===== config.mk =====
export PLATFORM = sky130hd
export DESIGN_NAME = median_gas_sensor_ratio_top_flat
export DESIGN_NICKNAME = d
export VERILOG_FILES = /design/src/rtl/core/mgsr_pkg.sv /design/src/rtl/core/mgsr_in_if.sv /design/src/rtl/core/mgsr_out_if.sv /design/src/rtl/core/mgsr_sort.sv /design/src/rtl/core/mgsr_div.sv /design/src/rtl/core/mgsr_ctrl.sv /design/src/rtl/core/median_gas_sensor_ratio_top.sv /design/src/flat_wrapper.sv
export SDC_FILE = /design/constraint.sdc
export NUM_CORES = 2
export LEC_CHECK = 0
export BUFFER_PORTS_ARGS = -buffer_cell sky130_fd_sc_hd__buf_2
export CAP_MARGIN = 20
export CORE_MARGIN = 8
export CORE_UTILIZATION = 55
export CTS_BUF_LIST = sky130_fd_sc_hd__clkbuf_16
export DETAILED_ROUTE_END_ITERATION = 10
export PLACE_DENSITY = 0.71
export SYNTH_ARGS = -nofsm -noshare
export SYNTH_HDL_FRONTEND = slang
export SYNTH_HIERARCHICAL = 1
export SYNTH_SLANG_ARGS = --single-unit

===== constraint.sdc =====
create_clock -name clk -period 9.3 [get_ports clk]
set_input_delay 0 -clock clk [delete_from_list [all_inputs] [get_ports clk]]
set_output_delay 0 -clock clk [all_outputs]
set_load 0.05 [all_outputs]

===== src/rtl/core/mgsr_pkg.sv =====
// Shared widths, constants, codes and types of the median gas sensor ratio block
`default_nettype none

package mgsr_pkg;

    // Default sizes handed to the top level parameters
    localparam int WINDOW_DEF        = 9;
    localparam int CALIB_WINDOWS_DEF = 16;

    // Field and datapath widths
    localparam int SAMPLE_W   = 12;
    localparam int GAIN_W     = 16;
    localparam int SUPPLY_W   = 25;
    localparam int LOAD_W     = 20;
    localparam int R0_W       = 24;
    localparam int RS_W       = 24;
    localparam int RATIO_W    = 32;
    localparam int STATUS_W   = 2;
    localparam int V_W        = SAMPLE_W + GAIN_W;
    localparam int SUM_W      = 32;
    localparam int CFG_IDX_W  = 3;
    localparam int CFG_DATA_W = 25;

    // Divider operand widths: load times supply headroom over a voltage
    localparam int DIV_DVD_W = LOAD_W + SUPPLY_W;
    localparam int DIV_DVS_W = V_W;

    // Register indexes on the configuration port
    localparam logic [CFG_IDX_W-1:0] REG_MODE      = 3'd0;
    localparam logic [CFG_IDX_W-1:0] REG_GAIN      = 3'd1;
    localparam logic [CFG_IDX_W-1:0] REG_SUPPLY    = 3'd2;
    localparam logic [CFG_IDX_W-1:0] REG_LOAD      = 3'd3;
    localparam logic [CFG_IDX_W-1:0] REG_R0_PRESET = 3'd4;

    // Register reset values
    localparam logic [GAIN_W-1:0]   GAIN_RST   = 16'd1612;
    localparam logic [SUPPLY_W-1:0] SUPPLY_RST = 25'd5000000;
    localparam logic [LOAD_W-1:0]   LOAD_RST   = 20'd1000;

    // Special values of the resistance calculation
    localparam logic [V_W-1:0]  LOW_UV_LIMIT = 28'd1000;
    localparam logic [RS_W-1:0] LOW_UV_RS    = 24'd9999000;
    localparam logic [RS_W-1:0] RS_MAX       = 24'hFFFFFF;

    // Result status codes
    typedef enum logic [STATUS_W-1:0] {
        ST_RATIO_OK   = 2'd0,
        ST_NO_REF     = 2'd1,
        ST_CALIB_DONE = 2'd2
    } status_t;

    // Configuration register file contents
    typedef struct packed {
        logic                mode;
        logic [GAIN_W-1:0]   sense_gain_uv;
        logic [SUPPLY_W-1:0] supply_uv;
        logic [LOAD_W-1:0]   load_ohm;
        logic [R0_W-1:0]     r0_preset_ohm;
    } cfg_t;

    // Window sorter status
    typedef struct packed {
        logic                last;
        logic [SAMPLE_W-1:0] median;
    } sort_st_t;

    // Divider request and response
    typedef struct packed {
        logic                 start;
        logic [DIV_DVD_W-1:0] dividend;
        logic [DIV_DVS_W-1:0] divisor;
    } div_req_t;

    typedef struct packed {
        logic                 done;
        logic [DIV_DVD_W-1:0] quotient;
    } div_rsp_t;

endpackage

`default_nettype wire


===== src/rtl/core/mgsr_in_if.sv =====
// Sample channel: valid/ready handshake carrying one ADC sample
`default_nettype none

interface mgsr_in_if;
    import mgsr_pkg::*;

    logic                valid;
    logic                ready;
    logic [SAMPLE_W-1:0] sample;

    modport source (output valid, output sample, input ready);
    modport sink   (input valid, input sample, output ready);
endinterface

`default_nettype wire


===== src/rtl/core/mgsr_out_if.sv =====
// Result channel: valid/ready handshake carrying one window result
`default_nettype none

interface mgsr_out_if;
    import mgsr_pkg::*;

    logic                valid;
    logic                ready;
    logic [SAMPLE_W-1:0] median_raw;
    logic [RS_W-1:0]     rs_ohm;
    logic [RATIO_W-1:0]  ratio_q16;
    logic [STATUS_W-1:0] status;

    modport source (output valid, output median_raw, output rs_ohm, output ratio_q16,
                    output status, input ready);
    modport sink   (input valid, input median_raw, input rs_ohm, input ratio_q16,
                    input status, output ready);
endinterface

`default_nettype wire


===== src/rtl/core/mgsr_sort.sv =====
// Window store kept in ascending order by insertion, one sample per cycle
`default_nettype none

module mgsr_sort #(
    parameter int WINDOW = 9
) (
    input  wire logic                          clk,
    input  wire logic                          rst_n,
    input  wire logic                          insert,
    input  wire logic [mgsr_pkg::SAMPLE_W-1:0] sample,
    output mgsr_pkg::sort_st_t                 st
);
    import mgsr_pkg::*;

    localparam int FILL_W = $clog2(WINDOW + 1);
    localparam int MID    = WINDOW / 2;

    logic [FILL_W-1:0]   fill_reg;
    logic [SAMPLE_W-1:0] sorted_reg [WINDOW];
    logic [WINDOW-1:0]   big;

    // Entries past the fill point count as larger than any sample
    always_comb
    begin
        for (int i = 0; i < WINDOW; i++)
        begin
            big[i] = (FILL_W'(i) >= fill_reg) || (sorted_reg[i] > sample);
        end
    end

    // Shift larger entries up one place, drop the sample into the gap
    for (genvar i = 0; i < WINDOW; i++)
    begin : g_cell
        if (i == 0)
        begin : g_first
            always_ff @(posedge clk)
            begin
                if (insert && big[0])
                begin
                    sorted_reg[0] <= sample;
                end
            end
        end
        else
        begin : g_rest
            always_ff @(posedge clk)
            begin
                if (insert && big[i])
                begin
                    sorted_reg[i] <= big[i-1] ? sorted_reg[i-1] : sample;
                end
            end
        end
    end

    // Fill count, back to zero when the window completes
    always_ff @(posedge clk or negedge rst_n)
    begin
        if (!rst_n)
        begin
            fill_reg <= '0;
        end
        else if (insert)
        begin
            fill_reg <= st.last ? '0 : fill_reg + 1'b1;
        end
    end

    assign st.last   = (fill_reg == FILL_W'(WINDOW - 1));
    assign st.median = sorted_reg[MID];

endmodule

`default_nettype wire


===== src/rtl/core/mgsr_div.sv =====
// Restoring divider, one quotient bit per cycle
`default_nettype none

module mgsr_div (
    input  wire logic               clk,
    input  wire logic               rst_n,
    input  mgsr_pkg::div_req_t      req,
    output mgsr_pkg::div_rsp_t      rsp
);
    import mgsr_pkg::*;

    localparam int CNT_W = $clog2(DIV_DVD_W + 1);

    logic                 busy_reg;
    logic                 done_reg;
    logic [CNT_W-1:0]     cnt_reg;
    logic [DIV_DVD_W-1:0] quo_reg;
    logic [DIV_DVS_W-1:0] rem_reg;
    logic [DIV_DVS_W-1:0] dvs_reg;

    logic [DIV_DVS_W:0]   shifted;
    logic [DIV_DVS_W:0]   diff;
    logic                 ge;

    // One trial subtract per step
    always_comb
    begin
        shifted = {rem_reg, quo_reg[DIV_DVD_W-1]};
        diff    = shifted - {1'b0, dvs_reg};
        ge      = (shifted >= {1'b0, dvs_reg});
    end

    // Control: step counter and done pulse
    always_ff @(posedge clk or negedge rst_n)
    begin
        if (!rst_n)
        begin
            busy_reg <= 1'b0;
            done_reg <= 1'b0;
            cnt_reg  <= '0;
        end
        else
        begin
            done_reg <= 1'b0;
            if (req.start)
            begin
                busy_reg <= 1'b1;
                cnt_reg  <= CNT_W'(DIV_DVD_W);
            end
            else if (busy_reg)
            begin
                cnt_reg <= cnt_reg - 1'b1;
                if (cnt_reg == CNT_W'(1))
                begin
                    busy_reg <= 1'b0;
                    done_reg <= 1'b1;
                end
            end
        end
    end

    // Datapath: dividend shifts out as quotient bits shift in
    always_ff @(posedge clk)
    begin
        if (req.start)
        begin
            quo_reg <= req.dividend;
            rem_reg <= '0;
            dvs_reg <= req.divisor;
        end
        else if (busy_reg)
        begin
            quo_reg <= {quo_reg[DIV_DVD_W-2:0], ge};
            rem_reg <= ge ? diff[DIV_DVS_W-1:0] : shifted[DIV_DVS_W-1:0];
        end
    end

    assign rsp.done     = done_reg;
    assign rsp.quotient = quo_reg;

endmodule

`default_nettype wire


===== src/rtl/core/mgsr_ctrl.sv =====
// Sequencer: voltage, resistance, calibration mean and ratio over the shared divider
`default_nettype none

module mgsr_ctrl #(
    parameter int CALIB_WINDOWS = 16
) (
    input  wire logic                          clk,
    input  wire logic                          rst_n,
    input  mgsr_pkg::cfg_t                     cfg,
    input  wire logic                          mode_wr,
    mgsr_in_if.sink                            sample_ch,
    mgsr_out_if.source                         result_ch,
    input  mgsr_pkg::sort_st_t                 sort_st,
    output logic                               insert,
    output mgsr_pkg::div_req_t                 div_req,
    input  mgsr_pkg::div_rsp_t                 div_rsp
);
    import mgsr_pkg::*;

    localparam int CW_W = $clog2(CALIB_WINDOWS + 1);

    typedef enum logic [3:0] {
        S_IDLE,
        S_MED,
        S_VOLT,
        S_CHK,
        S_PROD,
        S_DIV_GO,
        S_DIV_WAIT,
        S_POST,
        S_OUT
    } state_t;

    typedef enum logic [1:0] {
        OP_RS,
        OP_MEAN,
        OP_RATIO
    } div_op_t;

    state_t state_reg;
    div_op_t op_reg;
    logic   out_valid_reg;

    logic [SUM_W-1:0] calib_sum_reg;
    logic [CW_W-1:0]  calib_cnt_reg;
    logic [R0_W-1:0]  learned_r0_reg;
    logic             learned_valid_reg;

    logic [SAMPLE_W-1:0]  med_reg;
    logic [V_W-1:0]       v_reg;
    logic [SUPPLY_W-1:0]  diff_reg;
    logic [RS_W-1:0]      rs_reg;
    logic [DIV_DVD_W-1:0] dvd_reg;
    logic [DIV_DVS_W-1:0] dvs_reg;
    logic [RS_W-1:0]      res_rs_reg;
    logic [RATIO_W-1:0]   res_ratio_reg;
    status_t              res_status_reg;

    logic [SAMPLE_W-1:0]  out_median_reg;
    logic [RS_W-1:0]      out_rs_reg;
    logic [RATIO_W-1:0]   out_ratio_reg;
    status_t              out_status_reg;

    logic [SUM_W-1:0]     sum_next;
    logic [R0_W-1:0]      r0_sel;
    logic [RS_W-1:0]      q_rs;
    logic [RATIO_W-1:0]   q_ratio;
    logic                 calib_last;
    logic                 out_load;

    // Combinational helpers
    always_comb
    begin
        sum_next   = calib_sum_reg + SUM_W'(rs_reg);
        r0_sel     = learned_valid_reg ? learned_r0_reg : cfg.r0_preset_ohm;
        q_rs       = (|div_rsp.quotient[DIV_DVD_W-1:RS_W]) ? RS_MAX
                                                           : div_rsp.quotient[RS_W-1:0];
        q_ratio    = (|div_rsp.quotient[DIV_DVD_W-1:RATIO_W]) ? '1
                                                              : div_rsp.quotient[RATIO_W-1:0];
        calib_last = (calib_cnt_reg == CW_W'(CALIB_WINDOWS - 1));
        out_load   = (state_reg == S_OUT) && (!out_valid_reg || result_ch.ready);
    end

    assign insert          = sample_ch.valid && sample_ch.ready;
    assign sample_ch.ready = (state_reg == S_IDLE);

    assign div_req.start    = (state_reg == S_DIV_GO);
    assign div_req.dividend = dvd_reg;
    assign div_req.divisor  = dvs_reg;

    assign result_ch.valid      = out_valid_reg;
    assign result_ch.median_raw = out_median_reg;
    assign result_ch.rs_ohm     = out_rs_reg;
    assign result_ch.ratio_q16  = out_ratio_reg;
    assign result_ch.status     = out_status_reg;

    // State machine, calibration state and result valid
    always_ff @(posedge clk or negedge rst_n)
    begin
        if (!rst_n)
        begin
            state_reg         <= S_IDLE;
            op_reg            <= OP_RS;
            out_valid_reg     <= 1'b0;
            calib_sum_reg     <= '0;
            calib_cnt_reg     <= '0;
            learned_r0_reg    <= '0;
            learned_valid_reg <= 1'b0;
        end
        else
        begin
            if (out_load)
            begin
                out_valid_reg <= 1'b1;
            end
            else if (result_ch.ready)
            begin
                out_valid_reg <= 1'b0;
            end

            if (mode_wr)
            begin
                calib_sum_reg <= '0;
                calib_cnt_reg <= '0;
            end

            unique case (state_reg)
                S_IDLE:
                begin
                    if (insert && sort_st.last)
                    begin
                        state_reg <= S_MED;
                    end
                end
                S_MED:
                begin
                    state_reg <= S_VOLT;
                end
                S_VOLT:
                begin
                    state_reg <= S_CHK;
                end
                S_CHK:
                begin
                    if ((v_reg <= LOW_UV_LIMIT) || (V_W'(cfg.supply_uv) <= v_reg))
                    begin
                        state_reg <= S_POST;
                    end
                    else
                    begin
                        state_reg <= S_PROD;
                    end
                end
                S_PROD:
                begin
                    op_reg    <= OP_RS;
                    state_reg <= S_DIV_GO;
                end
                S_DIV_GO:
                begin
                    state_reg <= S_DIV_WAIT;
                end
                S_DIV_WAIT:
                begin
                    if (div_rsp.done)
                    begin
                        unique case (op_reg)
                            OP_RS:
                            begin
                                state_reg <= S_POST;
                            end
                            OP_MEAN:
                            begin
                                learned_r0_reg    <= q_rs;
                                learned_valid_reg <= 1'b1;
                                calib_sum_reg     <= '0;
                                calib_cnt_reg     <= '0;
                                state_reg         <= S_OUT;
                            end
                            OP_RATIO:
                            begin
                                state_reg <= S_OUT;
                            end
                            default:
                            begin
                                state_reg <= S_IDLE;
                            end
                        endcase
                    end
                end
                S_POST:
                begin
                    if (cfg.mode)
                    begin
                        calib_sum_reg <= sum_next;
                        if (calib_last)
                        begin
                            op_reg    <= OP_MEAN;
                            state_reg <= S_DIV_GO;
                        end
                        else
                        begin
                            calib_cnt_reg <= calib_cnt_reg + 1'b1;
                            state_reg     <= S_IDLE;
                        end
                    end
                    else if (r0_sel == '0)
                    begin
                        state_reg <= S_OUT;
                    end
                    else
                    begin
                        op_reg    <= OP_RATIO;
                        state_reg <= S_DIV_GO;
                    end
                end
                S_OUT:
                begin
                    if (out_load)
                    begin
                        state_reg <= S_IDLE;
                    end
                end
                default:
                begin
                    state_reg <= S_IDLE;
                end
            endcase
        end
    end

    // Datapath registers
    always_ff @(posedge clk)
    begin
        case (state_reg)
            S_MED:
            begin
                med_reg <= sort_st.median;
            end
            S_VOLT:
            begin
                v_reg <= V_W'(med_reg) * V_W'(cfg.sense_gain_uv);
            end
            S_CHK:
            begin
                // Low voltage and over-supply short cuts
                if (v_reg <= LOW_UV_LIMIT)
                begin
                    rs_reg <= LOW_UV_RS;
                end
                else if (V_W'(cfg.supply_uv) <= v_reg)
                begin
                    rs_reg <= '0;
                end
                diff_reg <= cfg.supply_uv - v_reg[SUPPLY_W-1:0];
            end
            S_PROD:
            begin
                dvd_reg <= DIV_DVD_W'(cfg.load_ohm) * DIV_DVD_W'(diff_reg);
                dvs_reg <= v_reg;
            end
            S_DIV_WAIT:
            begin
                if (div_rsp.done)
                begin
                    unique case (op_reg)
                        OP_RS:
                        begin
                            rs_reg <= q_rs;
                        end
                        OP_MEAN:
                        begin
                            res_rs_reg     <= q_rs;
                            res_ratio_reg  <= '0;
                            res_status_reg <= ST_CALIB_DONE;
                        end
                        OP_RATIO:
                        begin
                            res_rs_reg     <= rs_reg;
                            res_ratio_reg  <= q_ratio;
                            res_status_reg <= ST_RATIO_OK;
                        end
                        default:
                        begin
                            res_status_reg <= ST_RATIO_OK;
                        end
                    endcase
                end
            end
            S_POST:
            begin
                if (cfg.mode)
                begin
                    dvd_reg <= DIV_DVD_W'(sum_next);
                    dvs_reg <= DIV_DVS_W'(CALIB_WINDOWS);
                end
                else
                begin
                    dvd_reg        <= DIV_DVD_W'({rs_reg, 16'h0000});
                    dvs_reg        <= DIV_DVS_W'(r0_sel);
                    res_rs_reg     <= rs_reg;
                    res_ratio_reg  <= '0;
                    res_status_reg <= ST_NO_REF;
                end
            end
            default:
            begin
            end
        endcase

        // Output register
        if (out_load)
        begin
            out_median_reg <= med_reg;
            out_rs_reg     <= res_rs_reg;
            out_ratio_reg  <= res_ratio_reg;
            out_status_reg <= res_status_reg;
        end
    end

endmodule

`default_nettype wire


===== src/rtl/core/median_gas_sensor_ratio_top.sv =====
// Top level of the median gas sensor ratio block: register file and unit wiring
//
// Usage:
//   sample_ch takes one 12-bit ADC sample per item; result_ch gives one item per
//   finished window (none for calibrate-mode windows that do not end the set).
//   Registers are written through cfg_we / cfg_index / cfg_data by the user while
//   idle, not checked by the block. Writing mode clears calibration sum and count.
// Timing:
//   A sample that does not end a window is taken and leaves the block idle. The sample that
//   ends a window starts the sequence: median, voltage multiply, load multiply,
//   then up to two passes of the 45-step restoring divider (resistance, then
//   ratio or calibration mean). A voltage outside the divider range skips the
//   load multiply and the resistance pass. sample_ch.ready stays low until the
//   block is idle again.
// Reset:
//   rst_n clears fill count, calibration state, learned reference and the
//   result valid, and loads the register defaults.
// Stall:
//   A result waits in the output register while result_ch.ready is low; new
//   samples are still taken, and a later window waits before its result is
//   written.
`default_nettype none

module median_gas_sensor_ratio_top #(
    parameter int WINDOW        = mgsr_pkg::WINDOW_DEF,
    parameter int CALIB_WINDOWS = mgsr_pkg::CALIB_WINDOWS_DEF
) (
    input  wire logic                            clk,
    input  wire logic                            rst_n,
    input  wire logic                            cfg_we,
    input  wire logic [mgsr_pkg::CFG_IDX_W-1:0]  cfg_index,
    input  wire logic [mgsr_pkg::CFG_DATA_W-1:0] cfg_data,
    mgsr_in_if.sink                              sample_ch,
    mgsr_out_if.source                           result_ch
);
    import mgsr_pkg::*;

    cfg_t      cfg_reg;
    logic      mode_wr;
    logic      insert;
    sort_st_t  sort_st;
    div_req_t  div_req;
    div_rsp_t  div_rsp;

    assign mode_wr = cfg_we && (cfg_index == REG_MODE);

    // Configuration register file
    always_ff @(posedge clk or negedge rst_n)
    begin
        if (!rst_n)
        begin
            cfg_reg.mode          <= 1'b0;
            cfg_reg.sense_gain_uv <= GAIN_RST;
            cfg_reg.supply_uv     <= SUPPLY_RST;
            cfg_reg.load_ohm      <= LOAD_RST;
            cfg_reg.r0_preset_ohm <= '0;
        end
        else if (cfg_we)
        begin
            unique case (cfg_index)
                REG_MODE:      cfg_reg.mode          <= cfg_data[0];
                REG_GAIN:      cfg_reg.sense_gain_uv <= cfg_data[GAIN_W-1:0];
                REG_SUPPLY:    cfg_reg.supply_uv     <= cfg_data[SUPPLY_W-1:0];
                REG_LOAD:      cfg_reg.load_ohm      <= cfg_data[LOAD_W-1:0];
                REG_R0_PRESET: cfg_reg.r0_preset_ohm <= cfg_data[R0_W-1:0];
                default:
                begin
                end
            endcase
        end
    end

    mgsr_sort #(
        .WINDOW (WINDOW)
    ) u_sort (
        .clk    (clk),
        .rst_n  (rst_n),
        .insert (insert),
        .sample (sample_ch.sample),
        .st     (sort_st)
    );

    mgsr_div u_div (
        .clk   (clk),
        .rst_n (rst_n),
        .req   (div_req),
        .rsp   (div_rsp)
    );

    mgsr_ctrl #(
        .CALIB_WINDOWS (CALIB_WINDOWS)
    ) u_ctrl (
        .clk       (clk),
        .rst_n     (rst_n),
        .cfg       (cfg_reg),
        .mode_wr   (mode_wr),
        .sample_ch (sample_ch),
        .result_ch (result_ch),
        .sort_st   (sort_st),
        .insert    (insert),
        .div_req   (div_req),
        .div_rsp   (div_rsp)
    );

endmodule

`default_nettype wire

===== src/flat_wrapper.sv =====
// flat-port wrapper written by rule: the top's interface ports become plain ports
module median_gas_sensor_ratio_top_flat import mgsr_pkg::*;
#(
    parameter int WINDOW        = mgsr_pkg::WINDOW_DEF,
    parameter int CALIB_WINDOWS = mgsr_pkg::CALIB_WINDOWS_DEF
)
  (clk, rst_n, cfg_we, cfg_index, cfg_data, sample_ch_valid, sample_ch_sample, sample_ch_ready, result_ch_valid, result_ch_median_raw, result_ch_rs_ohm, result_ch_ratio_q16, result_ch_status, result_ch_ready);
  mgsr_in_if sample_ch_i ();
  mgsr_out_if result_ch_i ();
  input  wire logic clk;
  input  wire logic rst_n;
  input  wire logic cfg_we;
  input  wire logic [mgsr_pkg::CFG_IDX_W-1:0] cfg_index;
  input  wire logic [mgsr_pkg::CFG_DATA_W-1:0] cfg_data;
  input wire logic [$bits(sample_ch_i.valid)-1:0] sample_ch_valid;
  input wire logic [$bits(sample_ch_i.sample)-1:0] sample_ch_sample;
  output wire logic [$bits(sample_ch_i.ready)-1:0] sample_ch_ready;
  output wire logic [$bits(result_ch_i.valid)-1:0] result_ch_valid;
  output wire logic [$bits(result_ch_i.median_raw)-1:0] result_ch_median_raw;
  output wire logic [$bits(result_ch_i.rs_ohm)-1:0] result_ch_rs_ohm;
  output wire logic [$bits(result_ch_i.ratio_q16)-1:0] result_ch_ratio_q16;
  output wire logic [$bits(result_ch_i.status)-1:0] result_ch_status;
  input wire logic [$bits(result_ch_i.ready)-1:0] result_ch_ready;
  assign sample_ch_i.valid = sample_ch_valid;
  assign sample_ch_i.sample = sample_ch_sample;
  assign sample_ch_ready = sample_ch_i.ready;
  assign result_ch_valid = result_ch_i.valid;
  assign result_ch_median_raw = result_ch_i.median_raw;
  assign result_ch_rs_ohm = result_ch_i.rs_ohm;
  assign result_ch_ratio_q16 = result_ch_i.ratio_q16;
  assign result_ch_status = result_ch_i.status;
  assign result_ch_i.ready = result_ch_ready;
  median_gas_sensor_ratio_top #(.WINDOW(WINDOW), .CALIB_WINDOWS(CALIB_WINDOWS)) u_core (.clk(clk), .rst_n(rst_n), .cfg_we(cfg_we), .cfg_index(cfg_index), .cfg_data(cfg_data), .sample_ch(sample_ch_i), .result_ch(result_ch_i));
endmodule

# == Yosys cells after proc, flatten, opt, wreduce, memory -nomap -nowiden ==
# Memory sizes are Yosys's and may differ from the RTL's.
# Index checks and enable logic that the tools add are counted.
# totals
word_cells,225
latchBits,0
romBits,0
mem_count,1
input_bits,45
ramBits,108
reg_bits,558
output_inout_bits,72
# classes
mux,88
n_addsub,6
n_eq_ne,27
bitwise,0
n_div,0
shift,0
multipliers,2
n_reduce_logical,48
magnitude_cmp,21
# memory_table
memory,words,width,rd,rd_clocked_by_memory_dff,write_ports,line,source
u_core.u_sort.sorted_reg,9,12,9,0,9,mgsr_sort.sv:19,logic [SAMPLE_W-1:0] sorted_reg [WINDOW];
# op_table
cell,count
$mux W32,7
$mux W24,9
$pmux W32 S2,3
$pmux W24 S2,3
$gt A12 B12 Y1,9
$mux W12,8
$mux W45,2
$pmux W45 S2,1
$pmux W28 S2,1
$mul A20 B25 Y45,1
$mux W40,1
$pmux W4 S9,1
$add A32 B24 Y32,1
$ge A29 B28 Y1,1
$le A25 B28 Y1,1
$le A28 B10 Y1 const B,1
$mul A12 B16 Y28,1
$mux W28,1
$sub A28 B28 Y28,1
$mux W1,26
$mux W5,5
$sub A25 B25 Y25,1
$logic_not A24 Y1,1
$mux W4,6
other kinds (41),100

# == Depth between registers and ports, before layout ==
# depth
ltp_word,6
depth_mapped,27
mapped_depth_nobuf,25

# == By module ==
# Netlist, hierarchy kept.
# modules_own_cells
module,area_per_inst_um2,cells_per_inst,instances,seq_area_each_um2
mgsr_ctrl,38848.5,4001,1,10435.0
mgsr_div,6092.1,566,1,2952.8
mgsr_sort,5794.3,627,1,1901.8
median_gas_sensor_ratio_top,3522.1,187,1,2175.8

# == Worst setup path after synthesis ==
# Ideal clock, no wire load.
# synth_timing
path_kind,register -> register
from,reg u_core/cfg_reg[31] (netlist name)
to,reg u_core.u_ctrl.dvd_reg[42] (data pin)
t_arrival_ns,6.443
slack_ns,2.602
setup_time_ns,0.255
path_stages_with_launch,25
t_required_ns,9.045
period_less_slack_ns,6.698
path_buffers,1
path_cell_list,dfstp_2 -> clkbuf_1 -> nand2_1 -> fa_1 -> inv_1 -> fa_1 -> inv_1 -> fa_1 -> inv_1 -> fa_1 -> fa_1 -> fa_1 -> inv_1 -> fa_1 -> inv_1 -> ha_1 -> a21oi_1 -> o211ai_1 -> a211oi_1 -> o21a_1 -> o21ai_0 -> a21oi_2 -> o311ai_1 -> a21oi_1 -> a31o_1
# synth_via
elab_chain_len,2
# synth_rtl
item,line,source
from (decl),median_gas_sensor_ratio_top.sv:38,cfg_t cfg_reg;
$mul A20 B25 Y45,mgsr_ctrl.sv:259,dvd_reg <= DIV_DVD_W'(cfg.load_ohm) * DIV_DVD_W'(diff_reg);
$pmux W45 S2,mgsr_ctrl.sv:235,case (state_reg)
to (signal assigned),mgsr_ctrl.sv:259,
to (signal assigned),mgsr_ctrl.sv:294,dvd_reg <= DIV_DVD_W'(sum_next);
to (signal assigned),mgsr_ctrl.sv:299,"dvd_reg <= DIV_DVD_W'({rs_reg, 16'h0000});"
to (decl),mgsr_ctrl.sv:53,logic [DIV_DVD_W-1:0] dvd_reg;
# Every way passes these cells.
# A chain may end at the register's enable or synchronous reset.

# == Worst setup path in the final report ==
# layout_timing
from,reg u_core.u_ctrl.diff_reg[16]
to,reg u_core.u_ctrl.dvd_reg[42] (data pin)
# layout_via
elab_chain_len,2
# layout_rtl
item,line,source
from (decl),mgsr_ctrl.sv:51,logic [SUPPLY_W-1:0] diff_reg;
from (signal assigned),mgsr_ctrl.sv:255,diff_reg <= cfg.supply_uv - v_reg[SUPPLY_W-1:0];
$mul A20 B25 Y45,mgsr_ctrl.sv:259,
$pmux W45 S2,mgsr_ctrl.sv:235,
# Every way passes these cells.

==> flow_summary.ini <==
[clock_network]
cts_tree = built
htreeDepth = 3
worst_skew_pair.late_latency_ns = 0.65
cts_root_buf = clkbuf_16
clock_sinks = 618
clk_pin_slew_ns = 0.07
numCtsBuffers = 70
clock_path_buffers = 3

[yosys]
synth_ff_type = edfxtp_1
synth_edf_count = 423
synth.area.top_cells = edfxtp_1 (23%), fa_1 (20%), ha_1 (8.5%), dfrtp_1 (6.8%), inv_1 (4.9%)
async_reset_ff_share_pct = 27.0
synth.top_cell.area_share_pct = 23.4
avgSynthCellArea_sq_um = 10.1
synth_top_area_cell = edfxtp_1
ys_ff_latch = 618
yosysMostFrequentCell = inv_1
ys_seq_area_share_pct = 32.2
syn_area_sq_um = 54300
synth_cell_type_count = 108
syn-instance-count = 5381
synth_common_cells = inv_1 (714), nand2_1 (666), fa_1 (553)
syn_nets = 6346
ys_warn_count = 6

[worst_hold_path]
hold_path_class = in -> async

[final_layout]
drive_gt1_share_pct = 9.67
largest_register_ff_count = 86
nNetsFinal = 6328
fillerInstances = 8107
areaGrowthSynthToFinish_pct = 7.57

[detailed_routing]
drcViolationCount = 0
wirelength_mm = 139
wl_per_cell_microns = 20.7
num_vias = 39277
firstDrtPassIters = 8
drt_iter0_drc = 3643
ant_nets = 0
vias_per_cell = 5.84

[setup_path]
endpoint_kind = flip-flop
slowest_delay_ns = 1.01
crit_path_max_fanout = 20
cpMostUsedCell = fa_1
r2r_start = u_core/u_ctrl/diff_reg[16]$_DFFE_PP_
r2r_slack_ns = 1.86
crit_chain = nand2_1, fa_1, inv_1, fa_1, inv_1, fa_1, inv_1, fa_1, fa_1, fa_1, inv_1, fa_1, inv_1, ha_1, a21oi_1, o211ai_1, a211oi_1, o21a_1, o21ai_0, a21oi_2, o311ai_1, a21oi_1, a31o_1
ff2ff_path_depth = 23
critPathLaunchType = flip-flop
critical_path.slowest_cell = edfxtp_1
critPathArrivalTime_ns = 7.84
r2r_end = u_core/u_ctrl/dvd_reg[42]$_SDFFCE_PP0P_
crit_required_ns = 9.70
worst-setup-path-type = reg -> reg

[status]
status = finished with violations
violations = negative hold slack

[placed_design]
port-buffer-count = 116
gp_congestion = 0.924
dpl.hpwl_mm = 105

[floorplanning]
core_sq_um = 98100
initial_core_util_pct = 55.3
die_h_microns = 330
dieArea_sq_um = 109000
io_pins = 117
die_w_microns = 330
num_rows = 115

[sta]
setup_viol = 0
max_slew.worst_pin.slew_ns = 1.11
relSlewSlack_pct = 26.0
final_hold_viol_count = 5
clock.fmax_ghz = 0.134
drv_slew = 0
worst_hold_slack_ns = -0.0116
finalCriticalPeriod_ns = 7.44
rsz0062_at_grt = false
fin_setup_tns_ns = 0
fin_crit_sh_pct = 80.0
fin_skew_ns = 0.0394

[grt]
grt_start_max_net_pins = 94
grt_pass1_wl_mm = 220
grt-ovfl-total = 0
track_usage_pct = 25.4
grt_pass1_vias = 38848
antenna_found_initial = 15

[run]
max_cap_viol_count = 0
-- placed cells by master (no fill, tap or decap), types with 47 or more instances in the layout --
master,netlist,routed
a21o_1,87,87
a21oi_1,213,212
a31oi_1,67,67
and2_1,301,301
buf_2,40,115
buf_4,24,47
clkbuf_16,0,72
dfrtp_1,148,148
edfxtp_1,423,423
fa_1,553,553
ha_1,367,367
inv_1,714,725
mux2_2,105,105
mux2_4,50,50
nand2_1,666,666
nand3_1,148,148
nor2_1,256,251
nor3_1,50,47
o211ai_1,71,71
o21ai_0,177,177
or4_1,57,57
xnor2_1,81,81
-- critical path, delay by kind of cell (launching register included) --
kind | cells | cell delay (ns)
flip-flops | 1 | 1.01
buffers and inverters | 5 | 0.28
adder cells (fa/ha/maj) | 8 | 4.07
AO/OA/AOI/OAI | 9 | 1.66
AND/OR/NAND/NOR | 1 | 0.18
-- how the worst max path moves through the flow --
stage,startpoint,end,slack (ns),depth (start not counted)
final,u_core/u_ctrl/diff_reg[16]$_DFFE_PP_,u_core/u_ctrl/dvd_reg[42]$_SDFFCE_PP0P_,1.86,23
after global placement,u_core/u_ctrl/diff_reg[15]$_DFFE_PP_,u_core/u_ctrl/dvd_reg[31]$_DFFE_PP_,2.02,22
after global routing,u_core/u_ctrl/diff_reg[15]$_DFFE_PP_,u_core/u_ctrl/dvd_reg[42]$_SDFFCE_PP0P_,1.46,23
after CTS,u_core/u_ctrl/diff_reg[15]$_DFFE_PP_,u_core/u_ctrl/dvd_reg[29]$_DFFE_PP_,1.92,21
after detailed placement,u_core/u_ctrl/diff_reg[10]$_DFFE_PP_,u_core/u_ctrl/dvd_reg[29]$_DFFE_PP_,1.90,23
after floorplan,u_core/cfg_reg[31]$_DFFE_PN1P_,u_core/u_ctrl/dvd_reg[42]$_SDFFCE_PP0P_,2.60,24
-- per-stage QoR --
stage	std cells	hold WS [ns]	utilization [%]	cell area (sq um)	setup WS, ns
after floorplan	5381	-0.296	-	54300	2.60
after detailed placement	6531	0.152	56.5	55400	1.90
final	6721	-0.0116	59.5	58400	1.86
after global routing	6714	0.0311	59.5	58300	1.46
after CTS	6701	0.00470	59.3	58200	1.92
after global placement	6530	0.162	56.5	55400	2.02
-- routing by layer --
layer  up-vias  GRT usage, %  share of wire [%]
li1      18043             -                  -
met1     19468          36.7                 45
met2      1564          38.9                 44
met3       200          5.53                8.9
met4         2          6.43                2.5
met5         -             0             0.0086
-- area by class of cell --
| type | count | area [sq um] | area share [%] |
|---|---|---|---|
| multi-input combinational | 3746 | 32700 | 56.0 |
| timing repair buffer | 211 | 1490 | 2.55 |
| antenna | 14 | 35.0 | 0.0600 |
| sequential | 618 | 17500 | 29.9 |
| inverter | 716 | 2690 | 4.61 |
| clock buffer | 72 | 1800 | 3.09 |
| tap | 1287 | 1610 | 2.76 |
| clock inverter | 57 | 568 | 0.973 |
-- kinds of logic (layout without fill, tap and decap cells) --
group / count (synthesis) / count (layout) / synth area share (%)
other: 0 / 14 / 0
AND/OR/NAND/NOR: 1677 / 1677 / 14.9
AO/OA/AOI/OAI: 865 / 865 / 10.7
XOR/XNOR: 123 / 123 / 1.99
adder cells (fa/ha/maj): 920 / 920 / 28.9
multiplexers: 161 / 161 / 3.67
buffers and inverters: 1017 / 1056 / 7.64
flip-flops: 618 / 618 / 32.2
-- what timing repair did --
action,CTS,global route
setup endpoints to repair,0,0
buffers inserted,0,0
resized for setup,0,0
hold endpoints to repair,233,0
hold buffers,41,0
Power is not shown: default switching activity piles up to over one toggle a cycle in this logic, so the estimate is an artifact.
